==> config.mk <==
export PLATFORM = sky130hd
export DESIGN_NAME = png_unf_front
export DESIGN_NICKNAME = d
export VERILOG_FILES = /design/src/design/png_unf_pkg.sv /design/src/design/png_unf_front.sv
export SDC_FILE = /design/constraint.sdc
export NUM_CORES = 1
export LEC_CHECK = 0
export BUFFER_PORTS_ARGS = -buffer_cell sky130_fd_sc_hd__clkbuf_2
export CAP_MARGIN = 20
export CORE_MARGIN = 4
export CORE_UTILIZATION = 30
export DETAILED_ROUTE_END_ITERATION = 6
export GPL_TIMING_DRIVEN = 0
export PLACE_DENSITY_LB_ADDON = 0.12
export SLEW_MARGIN = 20
export SYNTH_ARGS = -nofsm -noshare
export SYNTH_HDL_FRONTEND = slang
export SYNTH_SLANG_ARGS = --single-unit
==> constraint.sdc <==
create_clock -name clock -period 2.9 [get_ports clock]
set_clock_uncertainty 0.1 [all_clocks]
set_input_delay 0.435 -clock clock [delete_from_list [all_inputs] [get_ports clock]]
set_output_delay 0.435 -clock clock [all_outputs]
set_load 0.01 [all_outputs]
==> src/design/png_unf_pkg.sv <==
// ----------------------------------------------------------------------------
// png_unf_pkg
// Types and constants shared by the PNG scanline unfilter modules.
// ----------------------------------------------------------------------------
package png_unf_pkg;

   // fixed field widths
   localparam int DATA_W        = 8;
   localparam int ROW_BYTES_W   = 14;
   localparam int PIXEL_BYTES_W = 4;
   localparam int IDX_W         = 16;
   localparam int SEL_W         = 3;

   // highest legal filter type code
   localparam logic [DATA_W-1:0] FILTER_MAX = 8'd4;

   // filter types of PNG filter method 0
   typedef enum logic [2:0] {
      FILTER_NONE    = 3'd0,
      FILTER_SUB     = 3'd1,
      FILTER_UP      = 3'd2,
      FILTER_AVERAGE = 3'd3,
      FILTER_PAETH   = 3'd4
   } filter_kind_type;

   // configuration register indexes
   typedef enum logic [0:0] {
      CSR_ROW_BYTES       = 1'b0,
      CSR_BYTES_PER_PIXEL = 1'b1
   } csr_reg_type;

   // configuration as seen by the front end
   typedef struct packed {
      logic [ROW_BYTES_W-1:0]   row_bytes;
      logic [PIXEL_BYTES_W-1:0] bytes_per_pixel;
   } cfg_type;

   // classified sample item handed from front to back
   typedef struct packed {
      logic [DATA_W-1:0] data;
      logic [IDX_W-1:0]  idx;
      filter_kind_type   filter;
      logic              first_row;
      logic              has_left;
      logic              last;
      logic              bad_filter;
      logic [SEL_W-1:0]  left_sel;
   } sample_item_type;

   // reconstructed result item
   typedef struct packed {
      logic [DATA_W-1:0] pixel_byte;
      logic              row_end;
      logic              bad_filter;
   } result_item_type;

endpackage

==> src/design/png_unf_front.sv <==
// ----------------------------------------------------------------------------
// png_unf_front
// Accepts stream bytes, walks the row, decodes filter bytes and hands each
// sample byte with its row context to the back end.
// ----------------------------------------------------------------------------
module png_unf_front #(
   parameter int MAX_ROW_BYTES   = 8192,
   parameter int MAX_PIXEL_BYTES = 8
) (
   input  logic                          clock,
   input  logic                          reset,
   input  logic                          req_push,
   output logic                          req_full,
   input  logic [png_unf_pkg::DATA_W-1:0] req_data_byte,
   input  logic                          req_start_of_image,
   input  png_unf_pkg::cfg_type          cfg,
   output logic                          q_push,
   output png_unf_pkg::sample_item_type  q_data,
   input  logic                          q_full
);

   import png_unf_pkg::*;

   localparam int POS_W = $clog2(MAX_ROW_BYTES + 1);
   localparam int AW    = $clog2(MAX_ROW_BYTES);
   localparam int LEN_W = (POS_W > ROW_BYTES_W) ? POS_W : ROW_BYTES_W;

   logic [POS_W-1:0]         row_position_ff, row_position_in;
   filter_kind_type          filter_ff, filter_in;
   logic                     first_row_ff, first_row_in;
   logic                     error_ff, error_in;

   logic                     accept;
   logic [LEN_W-1:0]         rb_raw, rb_eff;
   logic [PIXEL_BYTES_W-1:0] bpp_eff, bpp_m1;
   logic [POS_W-1:0]         pos, idx_wide;
   logic [AW-1:0]            idx;
   logic                     first, err, last, bad_type;

   assign accept   = req_push && !q_full;
   assign req_full = q_full;

   // clamp the configuration to the supported ranges
   always_comb begin
      rb_raw = LEN_W'(cfg.row_bytes);
      if (rb_raw == '0) begin
         rb_eff = LEN_W'(1);
      end else if (rb_raw > LEN_W'(MAX_ROW_BYTES)) begin
         rb_eff = LEN_W'(MAX_ROW_BYTES);
      end else begin
         rb_eff = rb_raw;
      end
      if (cfg.bytes_per_pixel == '0) begin
         bpp_eff = PIXEL_BYTES_W'(1);
      end else if (cfg.bytes_per_pixel > PIXEL_BYTES_W'(MAX_PIXEL_BYTES)) begin
         bpp_eff = PIXEL_BYTES_W'(MAX_PIXEL_BYTES);
      end else begin
         bpp_eff = cfg.bytes_per_pixel;
      end
      bpp_m1 = bpp_eff - 1'b1;
   end

   // row context seen by this byte, start of image restarts the walk
   always_comb begin
      pos      = req_start_of_image ? '0 : row_position_ff;
      first    = req_start_of_image || first_row_ff;
      err      = !req_start_of_image && error_ff;
      idx_wide = pos - 1'b1;
      idx      = idx_wide[AW-1:0];
      last     = LEN_W'(pos) >= rb_eff;
      bad_type = req_data_byte > FILTER_MAX;
   end

   // classify the byte and update the row walk
   always_comb begin
      row_position_in = row_position_ff;
      filter_in       = filter_ff;
      first_row_in    = first_row_ff;
      error_in        = error_ff;
      q_push          = 1'b0;

      q_data.data       = req_data_byte;
      q_data.idx        = IDX_W'(idx);
      q_data.filter     = filter_ff;
      q_data.first_row  = first;
      q_data.has_left   = IDX_W'(idx) >= IDX_W'(bpp_eff);
      q_data.last       = last;
      q_data.bad_filter = err;
      q_data.left_sel   = bpp_m1[SEL_W-1:0];

      if (accept) begin
         first_row_in = first;
         error_in     = err;
         if (pos == '0) begin
            // filter type byte
            row_position_in = POS_W'(1);
            if (bad_type) begin
               filter_in = FILTER_NONE;
               error_in  = 1'b1;
            end else begin
               filter_in = filter_kind_type'(req_data_byte[2:0]);
            end
         end else begin
            // sample byte
            q_push = 1'b1;
            if (last) begin
               row_position_in = '0;
               first_row_in    = 1'b0;
            end else begin
               row_position_in = pos + 1'b1;
            end
         end
      end
   end

   always_ff @(posedge clock) begin
      if (reset) begin
         row_position_ff <= '0;
         filter_ff       <= FILTER_NONE;
         first_row_ff    <= 1'b1;
         error_ff        <= 1'b0;
      end else begin
         row_position_ff <= row_position_in;
         filter_ff       <= filter_in;
         first_row_ff    <= first_row_in;
         error_ff        <= error_in;
      end
   end

endmodule

=== After elaboration in Yosys (flattened, before gate mapping) ===
Cells that the tools add are included.

* Register bits after elaboration: 19
* Latch bits: 0
* RAM bits: 0
* Bits in read-only memories: 0
* Input bits: 31
* Logic and storage cells: 35
* Memories: 0

* Add/sub/neg operators: 3
* Multiply operators: 0
* Divide/modulo/power cells: 0
* Order comparisons: 5
* Equal/unequal tests: 0
* Shift operators: 0
* Multiplexer cells: 14
* Bitwise logic cells: 0
* Reduce and logical (&&, ||, !) cells: 9

{| class="wikitable"
|+ Operator list
! cell !! count
|-
| two-way mux 14 bit || 5
|-
| zero test 14 bit || 2
|-
| adder 14 x 1 -> 14 bit (second input constant) || 1
|-
| greater-or-equal comparator 14 bit || 1
|-
| > comparator 14 bit (second input constant) || 1
|-
| greater-or-equal comparator 13 x 4 -> 1 bit || 1
|-
| subtractor 13 x 1 -> 13 bit (second input constant) || 1
|-
| > comparator 8 x 3 -> 1 bit (second input constant) || 1
|-
| two-way mux 4 bit || 2
|-
| two-way mux 1 bit || 6
|-
| > comparator 4 bit (second input constant) || 1
|-
| zero test 4 bit || 1
|-
| two-way mux 3 bit || 1
|-
| subtractor 3 x 1 -> 3 bit (second input constant) || 1
|-
| logical AND 1 bit || 2
|-
| zero test 1 bit || 2
|-
| AND reduction 2 bit || 1
|-
| logical OR 1 bit || 1
|}

=== Depth between registers and ports, before layout ===
* Depth after elaboration: 6
* Depth in mapped cells: 12
* Mapped depth without buffers: 11

=== Least setup slack after synthesis ===
OpenSTA, ideal clock, no wires.

* Path type: input to output
* Start: input req_start_of_image
* End: output q_data[5] in the netlist's numbering
* Arrival time: 2.580 ns
* Required time: 2.365 ns
* Setup slack: -0.215 ns
* Stages on the path: 9
* Path buffers: 2
* Path through: clkbuf_1 > nand2b_1 > ha_1 > buf_2 > xnor2_1 > ha_1 > a21o_1 > a2111oi_2 > nand4bb_1

{| class="wikitable"
|+ RTL lines
! element !! line !! text
|-
| from (decl) || png_unf_front.sv:15 || <nowiki>input logic req_start_of_image,</nowiki>
|-
| to (decl) || png_unf_front.sv:18 || <nowiki>output png_unf_pkg::sample_item_type q_data,</nowiki>
|}

=== Final worst setup path ===
* Start: input cfg[5] in the netlist's numbering
* End: output q_data[4] in the netlist's numbering

* Word-level cells in the longest chain between the ends: 4

{| class="wikitable"
|+ Ends and longest elaborated chain
! element !! line !! text
|-
| from (decl) || png_unf_front.sv:16 || <nowiki>input png_unf_pkg::cfg_type cfg,</nowiki>
|-
| > comparator 14 bit || png_unf_front.sv:48 || <nowiki>end else if (rb_raw > LEN_W'(MAX_ROW_BYTES)) begin</nowiki>
|-
| two-way mux 14 bit || png_unf_front.sv:48 ||
|-
| two-way mux 14 bit * || png_unf_front.sv:46 || <nowiki>if (rb_raw == '0) begin</nowiki>
|-
| greater-or-equal comparator 14 bit * || png_unf_front.sv:70 || <nowiki>last = LEN_W'(pos) >= rb_eff;</nowiki>
|}

Mark *: on every way between the ends. The rest lies on a longest branch, timed or not.

==> results.ini <==
[floorplanning]
die-area_mm2 = 0.00906
initial_core_util_pct = 31.1
std_cell_rows = 31
core_mm2 = 0.00733
fp.dieW_um = 95.2
chipHeight_um = 95.2
ios = 67

[clock_tree]
cts_buffer_depth = 2
cts_sinks = 19
clk_latency_ps = 260
cts.clk_slew.worst_paths_ps = 70
cts.root.buffer_cell = clkbuf_8
numCtsBuffers = 3
postCtsHoldBufs = 0
cts_tree = yes
h-tree-depth = 1

[synth]
synth_flop_cell = dfxtp_1
yosys-top-cells-area = dfxtp_1 17%, ha_1 12%, nand2_1 5.8%
yosysTopAreaCellShare_pct = 16.7
synth_edf_count = 0
seq_area_frac_synth_pct = 16.7
synth_seq_cells = 19
synth_cell_type_count = 56
netlist_area_mm2 = 0.00228
netlist_instances = 296
synth_top_area_cell = dfxtp_1
synthTopCellsByCount = 35 x nand2_1, 26 x nor2_1, 22 x ha_1, 19 x dfxtp_1
yosysWarnings = 0
yosysMostFrequentCell = nand2_1
synthArstFlopShare_pct = 0
post_synth.cell_area_avg_um2 = 7.70

[placement]
place_ws_ps = -794
port_buffers = 63
dp_hpwl_mm = 5.23
place_congestion = 0.826

[critical_path]
critical_path_buf_inv_count = 4
crit_required_ps = 2370
cp_cell_sequence = clkbuf_2 -> nor4_4 -> nand4_1 -> a21oi_2 -> ha_1 -> nand2b_1 -> a21oi_2 -> o211ai_2 -> a221oi_4 -> buf_6 -> inv_2 -> buf_6
cp_max_fo = 2
arrival_ps = 2400
cp_slowest_cell = a221oi_4
end_kind = output pin
critPathKind = input port to output pin
start_kind = input port
cpPeakStageDelay_ps = 300
critical-path-top-delay-family = compound AO/OA/AOI/OAI gates

[layout]
fin_util_pct = 42.9
multi_input_area_mm2 = 0.00181
regArea_um2 = 384
areaGrowthSynthToFinish_pct = 37.9
final_nets = 432
diodes = 0
fillers = 731
drive_gt1_share_pct = 40.2

[sta]
fin_ws_ps = -39.4
post-route-period-util_pct = 101
relSlewSlack_pct = 62.9
setup_viol_count_final = 1
final_max_slew_viol_count = 0
tns_ps = -39.4
min_period_ps = 2940
rsz0062_at_grt = true
tightest_slew_ps = 548
hold_violations = 0
clock.fmax_mhz = 340

[drt]
drtPass1Iterations = 4
wirelength_mm = 6.93
drc = 0
via_per_inst = 4.93
routedWlPerCell_um = 14.5
vias = 2350
drt_iter0_drc = 110
ant_nets = 0

[grt]
grt_pass1_vias = 2304
antenna_found_initial = 0
grt_overflow = 0
grt_first_pass_wirelength_mm = 10.9
grt_max_degree = 12
track_usage_pct = 15.2

[hold_path]
hp-class = input port to flop

[power]
p_leak_uw = 0.00143
p_per_area_mw_per_mm2 = 216
irDropWorstVdd_mv = 0.148

[flow_run]
drv_cap = 0

[run_status]
violations = setup timing
status = complete, but fails checks

[logic make-up (layout without fill, tap and decap cells)]
family	after synthesis	after routing	synth area share, %
DFF	19	19	16.7
adders and majority gates	22	22	12.1
other	1	3	0.164
muxes	3	3	1.37
AOI/OAI and AO/OA	49	49	16.6
and+or+nand+nor	144	144	36.2
xor gates and xnor gates	12	12	4.61
buffers and inverters	46	126	12.3
[power breakdown]
| part | total, uW | switching (uW) | leakage, uW | internal (uW) |
|---|---|---|---|---|
| sequential | 266 | 2.88 | 0.000155 | 263 |
| clock | 194 | 98.7 | 0.0000255 | 95.8 |
| combinational | 218 | 110 | 0.00125 | 108 |
[through the flow]
step	area [um2]	instances	power [uW]	hold WS (ps)
floorplan	2300	298	381	332
global placement	2740	460	450	349
detailed placement	2740	460	450	355
CTS	2980	473	663	333
global route	3140	477	721	349
finish	3140	477	678	337
[routing by layer]
metal	GRT usage [%]	part of all wire, %	vias up
met5	0	0	-
met4	4.93	2.1	0
met3	1.50	5.9	12
met2	25.4	47	73
met1	20.5	45	1070
li1	-	-	1195
[sequential cells by signal, summed over array words and instances, names as in the netlist]
register / count
first_row_ff: 1
row_position_ff: 14
error_ff: 1
filter_ff: 3
[layout by cell type, fill, tap and decap left out, types with 9 or more instances in the layout]
cell type   n
clkbuf_2   59
nand2_1    32
buf_4      30
nor2_1     26
ha_1       16
dfxtp_1    16
nor2b_1    12
nand3_1    12
inv_1      10
nand4_1    10
a21oi_1    10
nand2b_1    9
[cell type report]
| type | count | area share [%] |
|---|---|---|
| Buffer | 31 | 8.04 |
| Clock buffer | 3 | 1.31 |
| Clock inverter | 1 | 0.159 |
| Inverter | 13 | 1.63 |
| Multi-Input combinational cell | 233 | 57.4 |
| Sequential cell | 19 | 12.2 |
| Tap cell | 99 | 3.94 |
| Timing Repair Buffer | 78 | 15.2 |
[path summary, 6_finish.rpt]
check	end	startpoint	slack, ps	cells past startpoint
hold / removal	filter_ff[0]	req_data_byte[0]	340	3
setup reg to reg	row_position_ff[2]	row_position_ff[8]	310	11
setup / recovery	q_data[4]	cfg[5]	-40	12
hold reg to reg	filter_ff[2]	filter_ff[2]	370	2
[repair_timing]
item,CTS,global route
resized for setup,28,34
pin swaps,16,17
setup endpoints to repair,14,2
buffers inserted,11,4
endpoints found under the hold margin,0,0
[worst reg2reg max path: cells and delay by family, from the launching register on]
| kind | cells | cell delay, ps |
|---|---|---|
| flops | 1 | 360 |
| fa+ha+maj | 1 | 220 |
| simple gates | 3 | 570 |
| compound gates | 3 | 680 |
| buf+inv | 4 | 560 |
Note: power is estimated with default switching activity, not from simulation.
