`src/design/png_unf_fifo.sv`:
```
// ----------------------------------------------------------------------------
// png_unf_fifo
// Small register-based first-in first-out queue with a fill count.
// ----------------------------------------------------------------------------
module png_unf_fifo #(
   parameter int WIDTH = 8,
   parameter int DEPTH = 4
) (
   input  logic                       clock,
   input  logic                       reset,
   input  logic                       push,
   input  logic [WIDTH-1:0]           push_data,
   input  logic                       pop,
   output logic [WIDTH-1:0]           pop_data,
   output logic                       full,
   output logic                       empty,
   output logic [$clog2(DEPTH+1)-1:0] count
);

   localparam int PTR_W = (DEPTH > 1) ? $clog2(DEPTH) : 1;
   localparam int CNT_W = $clog2(DEPTH + 1);

   logic [WIDTH-1:0] mem_ff [DEPTH];
   logic [PTR_W-1:0] wr_ptr_ff, wr_ptr_in;
   logic [PTR_W-1:0] rd_ptr_ff, rd_ptr_in;
   logic [CNT_W-1:0] count_ff, count_in;
   logic             do_push, do_pop;

   // status
   assign full     = (count_ff == CNT_W'(DEPTH));
   assign empty    = (count_ff == '0);
   assign count    = count_ff;
   assign pop_data = mem_ff[rd_ptr_ff];
   assign do_push  = push && !full;
   assign do_pop   = pop && !empty;

   // pointer and count update
   always_comb begin
      wr_ptr_in = wr_ptr_ff;
      rd_ptr_in = rd_ptr_ff;
      count_in  = count_ff;
      if (do_push) begin
         wr_ptr_in = (wr_ptr_ff == PTR_W'(DEPTH - 1)) ? '0 : wr_ptr_ff + 1'b1;
      end
      if (do_pop) begin
         rd_ptr_in = (rd_ptr_ff == PTR_W'(DEPTH - 1)) ? '0 : rd_ptr_ff + 1'b1;
      end
      if (do_push && !do_pop) begin
         count_in = count_ff + 1'b1;
      end else if (do_pop && !do_push) begin
         count_in = count_ff - 1'b1;
      end
   end

   always_ff @(posedge clock) begin
      if (reset) begin
         wr_ptr_ff <= '0;
         rd_ptr_ff <= '0;
         count_ff  <= '0;
      end else begin
         wr_ptr_ff <= wr_ptr_in;
         rd_ptr_ff <= rd_ptr_in;
         count_ff  <= count_in;
      end
   end

   // storage
   always_ff @(posedge clock) begin
      if (do_push) begin
         mem_ff[wr_ptr_ff] <= push_data;
      end
   end

endmodule

```
`config.mk`:
```
export PLATFORM = sky130hd
export DESIGN_NAME = png_unf_fifo
export DESIGN_NICKNAME = d
export VERILOG_FILES = /design/src/design/png_unf_fifo.sv
export SDC_FILE = /design/constraint.sdc
export NUM_CORES = 1
export LEC_CHECK = 0
export BUFFER_PORTS_ARGS = -buffer_cell sky130_fd_sc_hd__clkbuf_2
export CAP_MARGIN = 10
export CORE_ASPECT_RATIO = 1.2
export CORE_MARGIN = 2
export CORE_UTILIZATION = 50
export DETAILED_ROUTE_END_ITERATION = 6
export PLACE_DENSITY = 0.72
export SLEW_MARGIN = 20
export SYNTH_ARGS = -nofsm -noshare
export SYNTH_HDL_FRONTEND = slang
export SYNTH_SLANG_ARGS = --single-unit
```
`constraint.sdc`:
```
create_clock -name clock -period 2.4 [get_ports clock]
set_input_delay 0.24 -clock clock [delete_from_list [all_inputs] [get_ports clock]]
set_output_delay 0.24 -clock clock [all_outputs]
set_load 0.02 [all_outputs]
```
After elaboration in Yosys (flattened, before gate mapping)
Memories as Yosys holds them, arrays and structs flattened. A register that Yosys moved wholly into a read port is not among the register bits.
Cells that the tools add are included.
- flip-flop bits (word level): 7
- bits in writable memories: 32
- output and inout bits: 13
- logic and storage cells: 29
- memories kept: 1
- add/sub/neg operators: 4
- equal/unequal tests: 3
- mux-type cells: 8
- reductions and logical operators: 10
- memories (memory ; words ; width ; rd ports ; clocked after memory_dff ; wr ports ; line ; text):
    mem_ff ; 4 ; 8 ; 1 ; 1 ; 1 ; 23 ; logic [WIDTH-1:0] mem_ff [DEPTH];
- operator list (cell ; number):
    two-way mux 2 bit ; 4
    two-way mux 3 bit ; 2
    adder 2 x 1 -> 2 bit, second input constant ; 2
    == test 2 bit, second input constant ; 2
    logical AND 1 bit ; 4
    logical NOT 1 bit ; 4
    adder 3 x 1 -> 3 bit, second input constant ; 1
    == test 3 bit, second input constant ; 1
    logical NOT 3 bit ; 1
    subtractor 3 x 1 -> 3 bit, second input constant ; 1
    two-way mux 1 bit ; 2
    nonzero test 2 bit ; 1

Depth between registers and ports, before layout
Gate-level depths: netlist of the first run.
- depth in word-level cells: 7
- gate-level depth with buffers: 10
- depth with buffers taken out: 9

Worst setup path before layout of the first run
OpenSTA, ideal clock, no wires.
- path type: reg-to-reg
- start: register count_ff[0], in the netlist count[0]
- end: register count_ff[2], in the netlist count[2]
- setup time: 0.070 ns
- arrival: 2.283 ns
- data required time: 2.330 ns
- slack: 0.047 ns
- cell stages (with the launch flop): 11
- period minus slack after synthesis: 2.353 ns
- cells stage by stage: dfxtp_1 -> or3b_1 -> buf_6 -> clkinv_4 -> nor2_2 -> ha_1 -> inv_1 -> fa_1 -> xor2_1 -> or3_2 -> a21oi_1
- word-level cells in the longest chain between the ends: 6
- ends and longest elaborated chain (item ; line ; text):
    from (decl) ; 26 ; logic [CNT_W-1:0] count_ff, count_in;
    from (signal assigned) ; 63 ; count_ff <= count_in;
    == test 3 bit (*) ; 30 ; assign full = (count_ff == CNT_W'(DEPTH));
    net full ; 15 ; output logic full,
    logical NOT 1 bit (*) ; 34 ; assign do_push = push && !full;
    logical AND 1 bit (*) ; 34 ;
    net do_push ; 27 ; logic do_push, do_pop;
    logical NOT 1 bit ; 50 ; end else if (do_pop && !do_push) begin
    logical AND 1 bit ; 50 ;
    nonzero test 2 bit (no source line) ; -- ;
The timed path passes the listed nets; every way through them passes the cells marked *. The select of a mux whose other input is x is not followed.
A chain may end at the register's enable or synchronous reset.

Worst setup path after layout of the first run
- start: register count_ff[1], in the netlist count[1]
- end: register count_ff[2], in the netlist count[2]
- word-level cells in the longest chain between the ends: 6
- ends and longest elaborated chain (item):
    parallel branches: the longest is 6 deep, another holds subtractor 3 x 1 -> 3 bit
Parallel ways; which one is timed is not known. The select of a mux whose other input is x is not followed.

==> impl_metrics.toml, run 1 <==
[cells_and_area]
n_antenna_cell = 0
utilization_pct = 60.5
syn2layout_area_growth_pct = 14.4
num-fill-cells = 248
layout-drive-gt1-share_pct = 42.1
stdcell_count = 157
fin_area_sq_um = 1880
nNetsFinal = 139
ff_latch_area_sq_um = 1140
multi_input_area_sq_um = 457

[synthesis]
synth.avg_cell_area_sq_um = 17.9
synth_cells = 92
synth-async-reset-ratio_pct = 0
syn_nets = 111
netlist_area_sq_um = 1650
synth_edf_count = 32
synth.distinct_cells = 26
yosys_warnings = 0
synth_seq_area_share_pct = 69.4
synth-seq-cells = 41
synthFlopType = "edfxtp_1"

[drt]
via_per_inst = 5.50
wl_mm = 2.51
drt_first_pass_iters = 4
postRouteAntennaNets = 0
drc = 0
vias = 863
wl_per_cell_microns = 16.0
drt_iter0_drc = 12

[placed_design]
gp_congestion = 0.743
io_buffers = 24
dp_worst_setup_slack_ns = 0.105
placed_cell_area_sq_um = 1790
dpl.hpwl_mm = 1.76
dp_cells = 149

[timing]
tns_ns = 0
setup_viol = 0
max_freq_mhz = 446
period_minus_slack_ns = 2.24
final_max_slew_viol_count = 0
tightestPinTransition_ns = 0.549
period_share_pct = 93.5
max_slew_margin_pct = 63.3
whs_ns = 0.106
hold_viol = 0
rsz0062_at_grt = "no"
fin_ws_ns = 0.156
skew_ns = 0.00687

[floorplan]
initial_core_util_pct = 52.9
die_w_microns = 56.4
core_area_sq_um = 3110
fp-row-count = 22
die_y_microns = 66.8
pin_count = 25
die-area_sq_um = 3770

[pwr]
p_seq_share_pct = 49.0
p_comb_share_pct = 27.7
p_switching_mw = 0.595
p_per_area_nw_per_um2 = 1040
leakagePower_nw = 0.713
power_mw = 1.96
pwr-share-clk_pct = 23.3
ir_worst_vdd_v = 0.000737
switching_share_pct = 30.4
intPower_mw = 1.36

[setup_path]
crit_buf_inv = 1
critPathSlowestCell = "o31ai_2"
critPathRequiredTime_ns = 2.67
setup.worst_path.class = "reg -> reg"
start_kind = "flop"
path_cells = "o31ai_2 -> ha_1 -> inv_1 -> fa_1 -> xor2_1 -> or3_2 -> a21oi_1"
critical_path.max_fanout = 6
cp-end-kind = "flop"
r2r_slack_ns = 0.16
cp.arrival_ns = 2.52
crit_family = "adder cells"
crit_path_max_incr_delay_ns = 0.40

[run_status]
status = "finished, final reports clean"

[job]
drv_cap = 0

[clocking]
clock-sinks = 41
cts_tree = "yes"
clkSlewWorstSetupHoldPaths_ns = 0.11
clk_latency_ns = 0.34
h-tree-depth = 2
cts_buffer_depth = 2
numCtsBuffers = 5
cts_root_buffer = "clkbuf_4"

[global_routing]
antenna_found_initial = 0
grt.total_usage_pct = 15.1
gr-total-overflow = 0
grt_pass1_wl_mm = 4.10
grt_max_degree = 13
first_global_vias = 882

[hold_path]
hold_class = "in -> reg"
-- cell usage in the layout, fill, tap and decap left out --
cell,count
edfxtp_1,32
clkbuf_2,24
mux4_2,8
dfxtp_1,7
ha_1,6
clkbuf_4,5
inv_1,4
and3_2,4
nor2_1,3
a21oi_1,3
nor3_1,2
o31ai_2,2
xor2_1,2
nand3_1,2
mux2i_1,2
dfxtp_2,2
or3b_1,1
clkinv_4,1
nor2_2,1
or3_1,1
nand2_1,1
o21ai_1,1
o21ai_0,1
or3_2,1
fa_1,1
bufinv_16,1
clkbuf_1,1
clkbuf_8,1
buf_4,1
-- cell usage after synthesis (2+ instances only) --
library cell,instances,area (sq um)
a21oi_1,3,15.0
and3_2,4,30.0
dfxtp_1,9,180
edfxtp_1,32,961
ha_1,6,75.1
inv_1,4,15.0
mux2i_1,2,20.0
mux4_2,8,180
nand3_1,2,10.0
nor2_1,3,11.3
nor3_1,2,10.0
o31ai_2,2,25.0
xor2_1,2,17.5
-- flip-flops by register name, summed over array words and instances (netlist names), named ones only --
register	flops
count	3
mem_ff	32
rd_ptr_ff	2
wr_ptr_ff	2
-- final timing paths --
| kind | startpoint | depth (start not counted) | end |
|---|---|---|---|
| hold reg to reg | wr_ptr_ff[1]$_SDFFE_PP0P_ | 2 | wr_ptr_ff[1]$_SDFFE_PP0P_ |
| setup / recovery | count[1]$_SDFFE_PP0P_ | 7 | count[2]$_SDFFE_PP0P_ |
| hold / removal | push_data[6] | 1 | mem_ff[1][6]$_DFFE_PP_ |
| setup reg to reg | count[1]$_SDFFE_PP0P_ | 7 | count[2]$_SDFFE_PP0P_ |
-- kinds of logic after synthesis --
kind of cell / Yosys count / synth area share, %
adder cells (fa/ha/maj): 7 / 5.78
buffers and inverters: 9 / 2.89
XOR/XNOR: 2 / 1.06
multiplexers: 10 / 12.2
AO/OA/AOI/OAI: 7 / 3.04
AND/OR/NAND/NOR: 16 / 5.70
flip-flops: 41 / 69.4
-- cell type report --
type,instances,area share [%]
flip-flops and latches,41,60.8
clock buffers,7,2.93
repair buffers,25,6.78
clock inverters,1,1.60
well taps,36,2.39
multi-input cells,42,24.3
inverters,5,1.26
-- metal layers --
metal	share of wire [%]	wire length, microns	GRT usage [%]	vias to the layer above
met5	0	0	0	-
met3	5.8	145	4.47	7
met2	52	1300	27.4	25
met4	2.2	54	8.04	0
met1	40	1010	15.6	423
li1	-	-	-	408
-- power groups by stage --
stage | sequential, mW | combinational, mW | clock, mW
6_report | 0.960 | 0.541 | 0.456
5_1_grt | 0.979 | 0.582 | 0.504
4_1_cts | 0.962 | 0.547 | 0.467
3_5_place_dp | 0.978 | 0.543 | 0
3_3_place_gp | 0.967 | 0.530 | 0
2_1_floorplan | 0.945 | 0.416 | 0
-- timing repair --
action	CTS	global route
setup buffers	0	0
resized for setup	0	2
hold buffers	0	0
endpoints found under the setup margin	0	1
No activity file was read; power rests on OpenSTA's default activity.
==> run 2: changes to the inputs <==
REMOVE_ABC_BUFFERS = 1   (was not set)
==> run 2 against run 1 <==
Against the previous run: total power decreased by 2.5%; sequential cell count unchanged; non-clock buffer count stayed put; largest cell class unchanged; wire length fell by 2.9%; setup slack lost 0.026 ns; clock-buffer cell count decreased by 1.
==> impl_metrics.toml, run 2 (synthesis gave the netlist of run 1 again) <==
[run_status]
status = "finished, final reports clean"

[cells_and_area]
num-fill-cells = 236
largest_reg_flops = 32
utilization_pct = 60.5
layout-drive-gt1-share_pct = 43.0
ff_latch_area_sq_um = 1140
regMostFlops = "mem_ff"
layout_commonest_cell = "edfxtp_1"
syn2layout_area_growth_pct = 14.4
mostFrequentLayoutCells = "edfxtp_1 (32), clkbuf_2 (24), mux4_2 (8), dfxtp_1 (7), ha_1 (6)"
multi_input_area_sq_um = 465
n_antenna_cell = 0
nNetsFinal = 139

[floorplan]
pin_count = 25
die_w_microns = 56.4
die-area_sq_um = 3770
die_y_microns = 66.8
initial_core_util_pct = 52.9
core_area_sq_um = 3110
fp-row-count = 22

[drt]
drt_first_pass_iters = 4
via_per_inst = 5.40
drc = 0
vias = 848
wl_per_cell_microns = 15.5
postRouteAntennaNets = 0
wl_mm = 2.44
drt_iter0_drc = 14

[timing]
period_share_pct = 94.6
tightestPinTransition_ns = 0.546
period_minus_slack_ns = 2.27
hold_viol = 0
skew_ns = 0.00650
setup_viol = 0
max_slew_margin_pct = 63.6
whs_ns = 0.117
max_freq_mhz = 441
fin_ws_ns = 0.131
final_max_slew_viol_count = 0

[setup_path]
start_kind = "flop"
critPathRequiredTime_ns = 2.67
ff2ff_path_depth = 9
worstSetupStartpoint = "count[2]$_SDFFE_PP0P_"
cp-end-kind = "flop"
reg2reg_to = "count[2]$_SDFFE_PP0P_"
setup.worst_path.class = "reg -> reg"
cp.arrival_ns = 2.54
critical_path.max_fanout = 6
rr_startpoint = "count[2]$_SDFFE_PP0P_"
r2r_slack_ns = 0.13

[global_routing]
grt_pass1_wl_mm = 4.17
antenna_found_initial = 0
grt.total_usage_pct = 15.4
gr-total-overflow = 0
grt_max_degree = 15
first_global_vias = 926

[hold_path]
hold_start = "push_data[0]"
hold_class = "in -> reg"
whs_path_depth = 1
whs_endpoint = "mem_ff[1][0]$_DFFE_PP_"

[job]
drv_cap = 0

[pwr]
leakagePower_nw = 0.713
intPower_mw = 1.30
p_switching_mw = 0.610
p_comb_share_pct = 28.5
switching_share_pct = 32.0
p_seq_share_pct = 50.6
p_per_area_nw_per_um2 = 1010
pwr-share-clk_pct = 20.9
ir_worst_vdd_v = 0.000648

[clocking]
cts_tree = "yes"
post_cts_buffers = 0
clkSlewWorstSetupHoldPaths_ns = 0.12
cts_root_buffer = "clkbuf_4"
h-tree-depth = 2
clk_latency_ns = 0.33
clock-sinks = 41
cts_buffer_depth = 2
cts-hold-fix-buffers = 0
numCtsBuffers = 5

[placed_design]
gp_congestion = 0.754
dp_worst_setup_slack_ns = 0.0754
io_buffers = 24
==> run 2: cell types whose count changed in the layout (fill, tap and decap cells not counted) <==
cell and delta:
bufinv_16 -1, clkbuf_1 -1, clkbuf_16 +1, clkbuf_8 -1, clkinv_4 +1, inv_4 +1
o31ai_2 -1, o31ai_4 +1
==> run 2: how the worst max path moves through the flow <==
stage / depth (start not counted) / end / slack [ns]
4_1_cts: 9 / count[2]$_SDFFE_PP0P_ / 0.05
3_3_place_gp: 9 / count[2]$_SDFFE_PP0P_ / 0.19
2_1_floorplan: 9 / count[2]$_SDFFE_PP0P_ / -0.003
3_5_place_dp: 7 / count[2]$_SDFFE_PP0P_ / 0.08
5_1_grt: 9 / count[2]$_SDFFE_PP0P_ / -0.004
6_report: 9 / count[2]$_SDFFE_PP0P_ / 0.13
==> run 2: timing repair <==
item | 4_1_cts | 5_1_grt
endpoints found under the setup margin | 0 | 1
resized for setup | 0 | 3
hold endpoints to repair | 0 | 0
==> run 2: per-layer routing <==
layer	part of all wire [%]	track usage [%]	vias to the layer above
li1	-	-	411
met1	44	16.5	414
met2	52	26.9	21
met3	3.5	5.63	2
met4	0.82	7.74	0
met5	0	0	-
==> run 2: critical path, cell delays in order, from the launching register on <==
cell	delay, ns
dfxtp_1	0.40
or3b_1	0.26
clkinv_4	0.07
nor2_2	0.11
ha_1	0.21
inv_1	0.07
fa_1	0.37
xor2_1	0.16
or3_2	0.41
a21oi_1	0.16
==> run 2: layout make-up <==
class                   instances  share of cell area (%)
clock inverters                 2                   0.797
well taps                      36                    2.39
inverters                       5                    1.26
flip-flops and latches         41                    60.7
repair buffers                 25                    6.78
multi-input cells              42                    24.7
clock buffers                   6                    3.32
==> run 2: power groups by stage <==
stage | clock network, mW | logic [mW] | registers, mW
6_report | 0.399 | 0.544 | 0.965
5_1_grt | 0.450 | 0.592 | 0.982
4_1_cts | 0.412 | 0.548 | 0.960
3_5_place_dp | 0 | 0.544 | 0.976
3_3_place_gp | 0 | 0.530 | 0.968
2_1_floorplan | 0 | 0.373 | 0.971
==> run 2: stage by stage <==
| step | instance area [sq um] | cells | total power, mW | TNS [ns] |
|---|---|---|---|---|
| floorplan | 1620 | 88 | 1.34 | -0.00251 |
| global placement | 1790 | 149 | 1.50 | 0 |
| detailed placement | 1790 | 149 | 1.52 | 0 |
| CTS | 1870 | 157 | 1.92 | 0 |
| global route | 1880 | 157 | 2.02 | -0.00361 |
| finish | 1880 | 157 | 1.91 | 0 |
==> run 3: changes to the inputs <==
--- a/config.mk
+++ b/config.mk
@@ -6,11 +6,10 @@
 export NUM_CORES = 1
 export LEC_CHECK = 0
-export BUFFER_PORTS_ARGS = -buffer_cell sky130_fd_sc_hd__clkbuf_2
 export CAP_MARGIN = 10
 export CORE_ASPECT_RATIO = 1.2
-export CORE_MARGIN = 2
+export CORE_MARGIN = 8
 export CORE_UTILIZATION = 50
 export DETAILED_ROUTE_END_ITERATION = 6
-export PLACE_DENSITY = 0.72
+export DONT_BUFFER_PORTS = 1
 export REMOVE_ABC_BUFFERS = 1
 export SLEW_MARGIN = 20
==> constraint.sdc (replaced) <==
create_clock -name clock -period 2.4 [get_ports clock]
set_input_delay 0.12 -clock clock [delete_from_list [all_inputs] [get_ports clock]]
set_output_delay 0.12 -clock clock [all_outputs]
set_load 0.02 [all_outputs]
==> run 3 against run 2 <==
Against the previous run: register-to-register slack better by 0.05 ns; clock power up 35%; wire length up 7.8%; first-iteration DRC count rose to 2.6 times the previous value; core utilization down 1.4 points; sequential power down 2%; non-clock buffer count down 10; combinational power down 4.2%; highest routed layer unchanged.
==> impl_metrics.toml, run 3 (synthesis gave the netlist of run 1 again) <==
[setup_path]
critPathRequiredTime_ns = 2.62
cp.arrival_ns = 2.44
ff2ff_path_depth = 7
reg2reg_to = "count[2]$_SDFFE_PP0P_"
cp-end-kind = "flop"
setup.worst_path.class = "reg -> reg"
rr_startpoint = "count[1]$_SDFFE_PP0P_"
r2r_slack_ns = 0.18
start_kind = "flop"
critical_path.max_fanout = 5

[cells_and_area]
syn2layout_area_growth_pct = 17.0
ff_latch_area_sq_um = 1140
num-fill-cells = 252
fin_area_sq_um = 1920
multi_input_area_sq_um = 459
largest_reg_flops = 32
layout-drive-gt1-share_pct = 28.8
layout_commonest_cell = "edfxtp_1"
mostFrequentLayoutCells = "edfxtp_1 (32), dlygate4sd3_1 (10), mux4_2 (8), dfxtp_1 (8), ha_1 (6)"
n_antenna_cell = 0
regMostFlops = "mem_ff"
nNetsFinal = 129

[timing]
skew_ns = 0.00791
hold_viol = 0
max_freq_mhz = 450
setup_viol = 0
fin_ws_ns = 0.178
tightestPinTransition_ns = 0.624
rsz0062_at_grt = "no"
period_share_pct = 92.6
period_minus_slack_ns = 2.22
final_max_slew_viol_count = 0
max_slew_margin_pct = 58.0

[floorplan]
pin_count = 25
die_y_microns = 78.8
core_area_sq_um = 3250
die_w_microns = 68.4
initial_core_util_pct = 50.6
fp-row-count = 23
die-area_sq_um = 5390

[clocking]
cts_tree = "yes"
post_cts_buffers = 0
h-tree-depth = 2
clk_latency_ns = 0.29
clock-sinks = 41
clkSlewWorstSetupHoldPaths_ns = 0.08
cts_root_buffer = "clkbuf_8"
numCtsBuffers = 5
cts_buffer_depth = 2

[placed_design]
gp_congestion = 0.716
placed_cell_area_sq_um = 1710
dp_worst_setup_slack_ns = 0.110
io_buffers = 0
dpl.hpwl_mm = 1.84

[pwr]
p_per_area_nw_per_um2 = 1040
leakagePower_nw = 0.686
ir_worst_vdd_v = 0.000808

[global_routing]
grt_max_degree = 15
first_global_vias = 895
antenna_found_initial = 0
grt_pass1_wl_mm = 4.25
grt.total_usage_pct = 11.0
gr-total-overflow = 0

[drt]
drc = 0
vias = 834
drt_iter0_drc = 37
top_layer_used = "met4"
via_per_inst = 5.64
drt_first_pass_iters = 4
wl_mm = 2.63
met1Wirelength_mm = 1.05
wl_met2_mm = 1.28
met3_wirelength_microns = 250
wl_per_cell_microns = 17.8
postRouteAntennaNets = 0

[hold_path]
hold_class = "in -> reg"
hold_start = "reset"
whs_path_depth = 3
whs_endpoint = "wr_ptr_ff[0]$_SDFFE_PP0P_"

[run_status]
status = "finished, final reports clean"

[job]
drv_cap = 0
==> run 3: metrics by stage <==
step                hold slack (ns)  power, mW  instances  TNS (ns)  util [%]
CTS                          0.0394       2.03        148         0      59.1
global placement              0.191       1.46        130         0      52.4
detailed placement            0.193       1.47        130         0      52.4
finish                       0.0479       2.01        148         0      59.2
global route                 0.0591       2.12        148         0      59.2
floorplan                     0.189       1.34         88  -0.00251         -
==> run 3: routing by layer <==
layer | global-route usage (%) | vias up
li1 | - | 391
met1 | 12.5 | 403
met2 | 17.1 | 34
met3 | 4.64 | 6
met4 | 5.34 | 0
met5 | 0 | -
==> run 3: area by class of cell <==
class / count / share of cell area [%]
clock buffer: 5 / 3.58
clock inverter: 3 / 2.41
inverter: 5 / 1.24
multi-input combinational: 42 / 23.9
sequential: 41 / 59.4
tap: 37 / 2.41
timing repair buffer: 15 / 7.15
==> run 3: how the worst max path moves through the flow <==
stage | from | to | slack [ns] | cells after the start
floorplan | count[0]$_SDFFE_PP0P_ | count[2]$_SDFFE_PP0P_ | -0.003 | 9
global placement | count[1]$_SDFFE_PP0P_ | count[2]$_SDFFE_PP0P_ | 0.18 | 9
detailed placement | count[1]$_SDFFE_PP0P_ | count[2]$_SDFFE_PP0P_ | 0.11 | 9
CTS | count[1]$_SDFFE_PP0P_ | count[2]$_SDFFE_PP0P_ | 0.08 | 9
global route | count[0]$_SDFFE_PP0P_ | count[2]$_SDFFE_PP0P_ | 0.008 | 9
finish | count[1]$_SDFFE_PP0P_ | count[2]$_SDFFE_PP0P_ | 0.18 | 7
==> run 3: timing repair <==
action                                  in CTS  in global routing
resized for setup                            0                  2
hold endpoints to repair                    41                  0
endpoints found under the setup margin       0                  1
hold buffers                                10                  0
==> run 3: power breakdown <==
| group | switching, mW | internal (mW) | leakage [nW] |
|---|---|---|---|
| Sequential | 0.0811 | 0.867 | 0.368 |
| Clock | 0.229 | 0.311 | 0.0543 |
| Combinational | 0.292 | 0.229 | 0.264 |
==> run 3: worst max-delay path, stage by stage, from the launching register on <==
cell     delay (ns)
dfxtp_2        0.36
o31ai_2        0.40
ha_1           0.26
inv_1          0.06
fa_1           0.37
xor2_1         0.16
or3_2          0.40
a21oi_1        0.14
